### config.mk
export PLATFORM = sky130hd
export DESIGN_NAME = qah_sqrt_pipe
export DESIGN_NICKNAME = d
export VERILOG_FILES = /design/src/hw/rtl/qah_sqrt_pipe.sv
export SDC_FILE = /design/constraint.sdc
export NUM_CORES = 2
export LEC_CHECK = 0
export CAP_MARGIN = 30
export CELL_PAD_IN_SITES_DETAIL_PLACEMENT = 0
export CELL_PAD_IN_SITES_GLOBAL_PLACEMENT = 1
export CORE_MARGIN = 4
export CORE_UTILIZATION = 52
export CTS_BUF_LIST = sky130_fd_sc_hd__clkbuf_8
export DETAILED_ROUTE_END_ITERATION = 8
export DONT_BUFFER_PORTS = 1
export PLACE_DENSITY_LB_ADDON = 0.15
export RECOVER_POWER = 100
export SETUP_SLACK_MARGIN = 0.5
export SYNTH_ARGS = -nofsm -noshare
export SYNTH_HDL_FRONTEND = slang
export SYNTH_SLANG_ARGS = --single-unit
export TNS_END_PERCENT = 10
### constraint.sdc
create_clock -name clock -period 4 [get_ports clock]
set_clock_uncertainty 0.15 [all_clocks]
set_input_delay 0.6 -clock clock [delete_from_list [all_inputs] [get_ports clock]]
set_output_delay 0.6 -clock clock [all_outputs]
set_load 0.02 [all_outputs]
### src/hw/rtl/qah_sqrt_pipe.sv
// pipelined integer square root, one result bit per register stage
`timescale 1ns / 1ps

module qah_sqrt_pipe #(
   parameter int RES_BITS = 25
) (
   input  logic                    clock,
   input  logic                    reset,
   input  logic                    in_valid,
   input  logic [2*RES_BITS-1:0]   in_rad,
   output logic                    out_valid,
   output logic [RES_BITS-1:0]     out_root
);

   localparam int RadW = 2 * RES_BITS;
   localparam int RemW = RES_BITS + 2;
   localparam int CmpW = RES_BITS + 4;

   logic [RemW-1:0]     rem_ff  [RES_BITS];
   logic [RES_BITS-1:0] root_ff [RES_BITS];
   logic [RadW-1:0]     rad_ff  [RES_BITS];
   logic [RES_BITS-1:0] vld_ff;

   for (genvar k = 0; k < RES_BITS; k++) begin : g_stage
      logic [RemW-1:0]     rem_s;
      logic [RES_BITS-1:0] root_s;
      logic [RadW-1:0]     rad_s;
      logic                vld_s;
      logic [CmpW-1:0]     cur_w, trial_w, diff_w;
      logic                take;
      logic [RemW-1:0]     rem_in;
      logic [RES_BITS-1:0] root_in;
      logic [RadW-1:0]     rad_in;

      if (k == 0) begin : g_first
         assign rem_s  = '0;
         assign root_s = '0;
         assign rad_s  = in_rad;
         assign vld_s  = in_valid;
      end else begin : g_next
         assign rem_s  = rem_ff[k-1];
         assign root_s = root_ff[k-1];
         assign rad_s  = rad_ff[k-1];
         assign vld_s  = vld_ff[k-1];
      end

      always_comb begin
         cur_w   = {rem_s, rad_s[RadW-1 -: 2]};
         trial_w = {2'b00, root_s, 2'b01};
         diff_w  = cur_w - trial_w;
         take    = (cur_w >= trial_w);
         rem_in  = take ? diff_w[RemW-1:0] : cur_w[RemW-1:0];
         root_in = {root_s[RES_BITS-2:0], take};
         rad_in  = {rad_s[RadW-3:0], 2'b00};
      end

      always_ff @(posedge clock) begin
         rem_ff[k]  <= rem_in;
         root_ff[k] <= root_in;
         rad_ff[k]  <= rad_in;
         if (reset) begin
            vld_ff[k] <= 1'b0;
         end else begin
            vld_ff[k] <= vld_s;
         end
      end
   end

   assign out_valid = vld_ff[RES_BITS-1];
   assign out_root  = root_ff[RES_BITS-1];

endmodule

Word level (Yosys, flattened, before mapping)
Memory sizes are Yosys's and may differ from the RTL's.
Cells that the tools add are included.
- $add $sub $neg: 25
- magnitude comparators: 25
- mux-type cells: 25
- operator list (kind ; number):
    29-bit by 27-bit greater-or-equal comparator with 1-bit output ; 24
    27-bit 2-to-1 mux ; 25
    27-bit subtractor ; 24
    2-bit by 1-bit subtractor with 3-bit output, second input constant ; 1
    2-bit by 1-bit greater-or-equal comparator with 1-bit output, second input constant ; 1
- bits in registers: 25
- RAM bits: 2500
- input port bits: 53
- output and inout bits: 26
- logic and storage cells: 103
- memories: 3
- memory list (memory ; depth ; bits a word ; read ports ; clocked after Yosys merged registers in ; write ports ; RTL line ; RTL):
    rad_ff ; 25 ; 48 ; 24 ; 0 ; 25 ; 21 ; logic [RadW-1:0] rad_ff [RES_BITS];
    rem_ff ; 25 ; 27 ; 24 ; 0 ; 25 ; 19 ; logic [RemW-1:0] rem_ff [RES_BITS];
    root_ff ; 25 ; 25 ; 25 ; 0 ; 25 ; 20 ; logic [RES_BITS-1:0] root_ff [RES_BITS];

Depth between registers and ports, before layout
An unclocked memory read counts as a cell.
- depth after elaboration: 3
- gate-level depth with buffers: 15

Least setup slack after synthesis
No wires, ideal clock.
- path type: flip-flop to flip-flop
- start: memory root_ff[10][0], in the netlist root_ff[0][250]
- end: memory rem_ff[2][104] (netlist name)
- library setup time: 118 ps
- arrival time: 3191 ps
- required time: 3732 ps
- path slack: 541 ps
- cell stages (with the launch flop): 12
- path buffers: 0
- clock period less this slack: 3459 ps
- cell sequence: dfxtp_1 > inv_1 > ha_1 > o21a_1 > o21a_1 > o21ai_0 > a21boi_0 > o21a_1 > or2_2 > a2111oi_0 > or4b_2 > xnor2_1
- RTL lines (what ; RTL line):
    start: declaration ; 20
    end: declaration ; 19

==> run_results.csv <==
group,metric,value,unit
global_route,grt_usage,19.83,%
clock_tree,clk_path_buf_depth,3,
yosys,synth_edf_count,0,
drt,wl_per_cell,15.33,µm
placement,port_buffers,0,
sta,finalWorstSetupSlack,0.3794,ns
drt,drcViolationCount,0,
power_and_ir_drop,pwr-share-clk,35.9,%
power_and_ir_drop,power.switching,11230,µW
clock_tree,root_buffer,"clkbuf_8",
drt,postRouteAntennaNets,0,
sta,relSlewSlack,14.12,%
sta,tightest_slew,1.285,ns
worst_hold_path,worstHoldStart,"in_rad[15]",
sta,min_period,3.621,ns
setup_path,worstPathRequired,4.63,ns
setup_path,reg2reg_from,"root_ff[0][125]",
drt,firstDrtPassIters,6,
clock_tree,htreeDepth,4,
cells_and_area,final_net_count,6158,
clock_tree,cts_buffers,236,
die,die_area,113600,µm²
die,core_area,107400,µm²
sta,setup_viol,0,
global_route,grt_pass1_wl,183800,µm
cells_and_area,nFillCells,9148,
yosys,mappedNetlistArea,56310,µm²
die,pin_count,79,
yosys,async_flop_share,0,%
yosys,yosysUniqueCellTypes,85,
global_route,grt_max_degree,50,
clock_tree,cts_tree,"built",
run,max_cap_violations,0,
setup_path,path_class,"register to register",
cells_and_area,layout_commonest_cell,"dfxtp_1",
power_and_ir_drop,irDropWorstVdd,0.3677,mV
power_and_ir_drop,pwr-share-comb,14.7,%
die,start_util,52.45,%
power_and_ir_drop,pwr-share-seq,49.4,%
setup_path,cp_max_fo,9,
setup_path,crit_start,"root_ff[0][125]",
cells_and_area,drive_above_1_share,8.214,%
yosys,synth_cells,5492,
clock_tree,cts.clk_slew.worst_paths,0.06,ns
global_route,busiest_layer,"met2",
yosys,synth_seq_cells,1561,
cells_and_area,layout_common_cells,"dfxtp_1, inv_1, nand2_1",
clock_tree,clock_latency,0.91,ns
setup_path,endpoint_kind,"register",
sta,rsz0062_at_grt,"true",
setup_path,start_kind,"register",
setup_path,max_stage_delay,1.06,ns
sta,tns,0,ns
drt,vias,37330,
placement,place_hpwl,84230,µm
drt,vias_per_cell,5.073,
setup_path,cpMostUsedCell,"o21ai_0",
yosys,synth_fp_nets,5897,
placement,gp_congestion,0.8504,
setup_path,critPathSlowestCell,"nor3b_1",
sta,hold_violations,0,
cells_and_area,multi_input_area,23010,µm²
yosys,synth_ff_type,"dfxtp_1",
die,die_h,337.1,µm
setup_path,crit_arrival,4.25,ns
status,status,"finished clean",
global_route,antenna_found_initial,9,
global_route,grtUsageMet1,25.66,%
drt,drt-total-wl,112800,µm
global_route,grt-ovfl-total,0,
cells_and_area,seqCellArea,31250,µm²
power_and_ir_drop,powerDensity,627.4,nW/µm²
yosys,ys_seq_area_share,55.50,%
worst_hold_path,hold_class,"input port to register",
global_route,grt_use_met2,33.54,%
clock_tree,clock_sinks,1561,
power_and_ir_drop,p_sw_share,27.88,%
yosys,syn_avg_cell_area,10.25,µm²
placement,dp_slack,0.2057,ns
global_route,grt_pass1_vias,36590,
die,die_w,337.1,µm
sta,max_freq,0.2762,GHz
die,core.rowCount,120,
yosys,yosysWarnings,0,
sta,slew_viol_final,0,
sta,post-route-period-util,90.51,%
drt,drt_iter0_drc,1979,
power_and_ir_drop,p_int,29050,µW
global_route,met3_usage,3.840,%
power_and_ir_drop,p_leak,0.03037,µW
setup_path,worstPathCellList,"inv_1 -> ha_1 -> nor2b_1 -> o21ai_0 -> a21boi_0 -> o21ai_0 -> a21oi_1 -> o21ai_0 -> nor3b_1 -> nand3_1 -> xnor2_1",
cells_and_area,syn_to_final_growth,14.04,%
worst max-delay path, delay by kind of cell (launching register included):
kind            cells  cell delay (ns)
simple gates        3             1.42
compound gates      5             1.05
flops               1             0.33
fa+ha+maj           1             0.33
xor+xnor            1             0.20
buf+inv             1             0.04
kinds of logic after synthesis:
| kind of cell | share of synthesized area (%) |
|---|---|
| simple gates | 12.87 |
| fa+ha+maj | 7.822 |
| flops | 55.50 |
| xor+xnor | 7.466 |
| buf+inv | 3.642 |
| compound gates | 11.96 |
| other cells | 0.006660 |
| mux | 0.7355 |
sequential cells by signal, indices dropped and copies added (netlist names):
| signal | count |
|---|---|
| root_ff | 325 |
| out_valid | 1 |
| g_stage.vld_s | 24 |
| rem_ff | 611 |
| rad_ff | 600 |
cell type report:
class,instances,share of cell area [%]
Antenna cell,2,0.007795
Multi-Input combinational cell,3391,35.83
Clock inverter,142,2.280
Clock buffer,296,6.345
Timing Repair Buffer,115,1.514
Inverter,448,2.619
Tap cell,1403,2.734
Sequential cell,1561,48.67
synth_stat cells (13+ instances only):
library cell,number,area [µm²]
a21boi_0,22,165.2
xor2_1,232,2032
and3_1,32,200.2
nand4_1,54,337.8
a211o_1,13,113.9
o211ai_1,13,97.59
and2_1,16,100.1
nor2b_1,75,469.2
o21a_1,72,540.5
a211oi_1,31,232.7
a31oi_1,26,162.7
o31ai_1,52,390.4
nand2_1,435,1633
xnor2_1,248,2172
inv_1,448,1682
dfxtp_1,1561,31250
nand3_1,89,445.4
o21ai_0,329,1647
nor4_1,69,431.7
mux2_2,27,304.0
nor3_1,140,700.7
a21oi_1,257,1286
or2_2,34,212.7
nor2_1,270,1013
or3_1,43,269.0
nand3b_1,20,150.1
or4_1,40,300.3
a21o_1,139,1044
clkbuf_1,75,281.5
o21bai_1,20,150.1
nand2b_1,69,431.7
ha_1,352,4404
stage by stage:
step | hold slack (ns) | total power [µW] | util, % | area [µm²] | cells
after floorplan | 0.1596 | 24260 | - | 56310 | 5492
after global placement | 0.1598 | 26100 | 54.14 | 58120 | 6847
after detailed placement | 0.1621 | 26150 | 54.14 | 58120 | 6847
after CTS | 0.001147 | 40860 | 59.95 | 64360 | 7353
after global routing | 0.003876 | 42570 | 59.81 | 64210 | 7358
final | 0.1043 | 40290 | 59.81 | 64210 | 7358
repair_timing:
action                                  4_1_cts  5_1_grt
endpoints found under the setup margin       30       98
resized for setup                             6       16
hold buffers                                 68        0
pin swaps                                     0        1
setup buffers                                 0        2
endpoints found under the hold margin        76        0
routing by layer:
layer  wire, µm  vias up
li1           -    19330
met5          0        -
met3       4896      158
met1      52140    17180
met2      53590      655
met4       2179        0
power by group through the flow:
| stage | sequential [µW] | combinational (µW) | clock [µW] |
|---|---|---|---|
| after CTS | 20000 | 5960 | 14900 |
| final | 19900 | 5920 | 14500 |
| after global routing | 20200 | 6690 | 15700 |
| after global placement | 20300 | 5820 | 0 |
| after detailed placement | 20300 | 5860 | 0 |
| after floorplan | 19500 | 4720 | 0 |
worst paths after layout:
| kind | endpoint | slack, ns | cells past startpoint |
|---|---|---|---|
| max | rem_ff[1][80] | 0.38 | 11 |
| min | rad_ff[0][15] | 0.10 | 1 |
| max reg2reg | rem_ff[1][80] | 0.38 | 11 |
| min reg2reg | rad_ff[19][43] | 0.16 | 0 |
(Power assumes the default switching activity.)
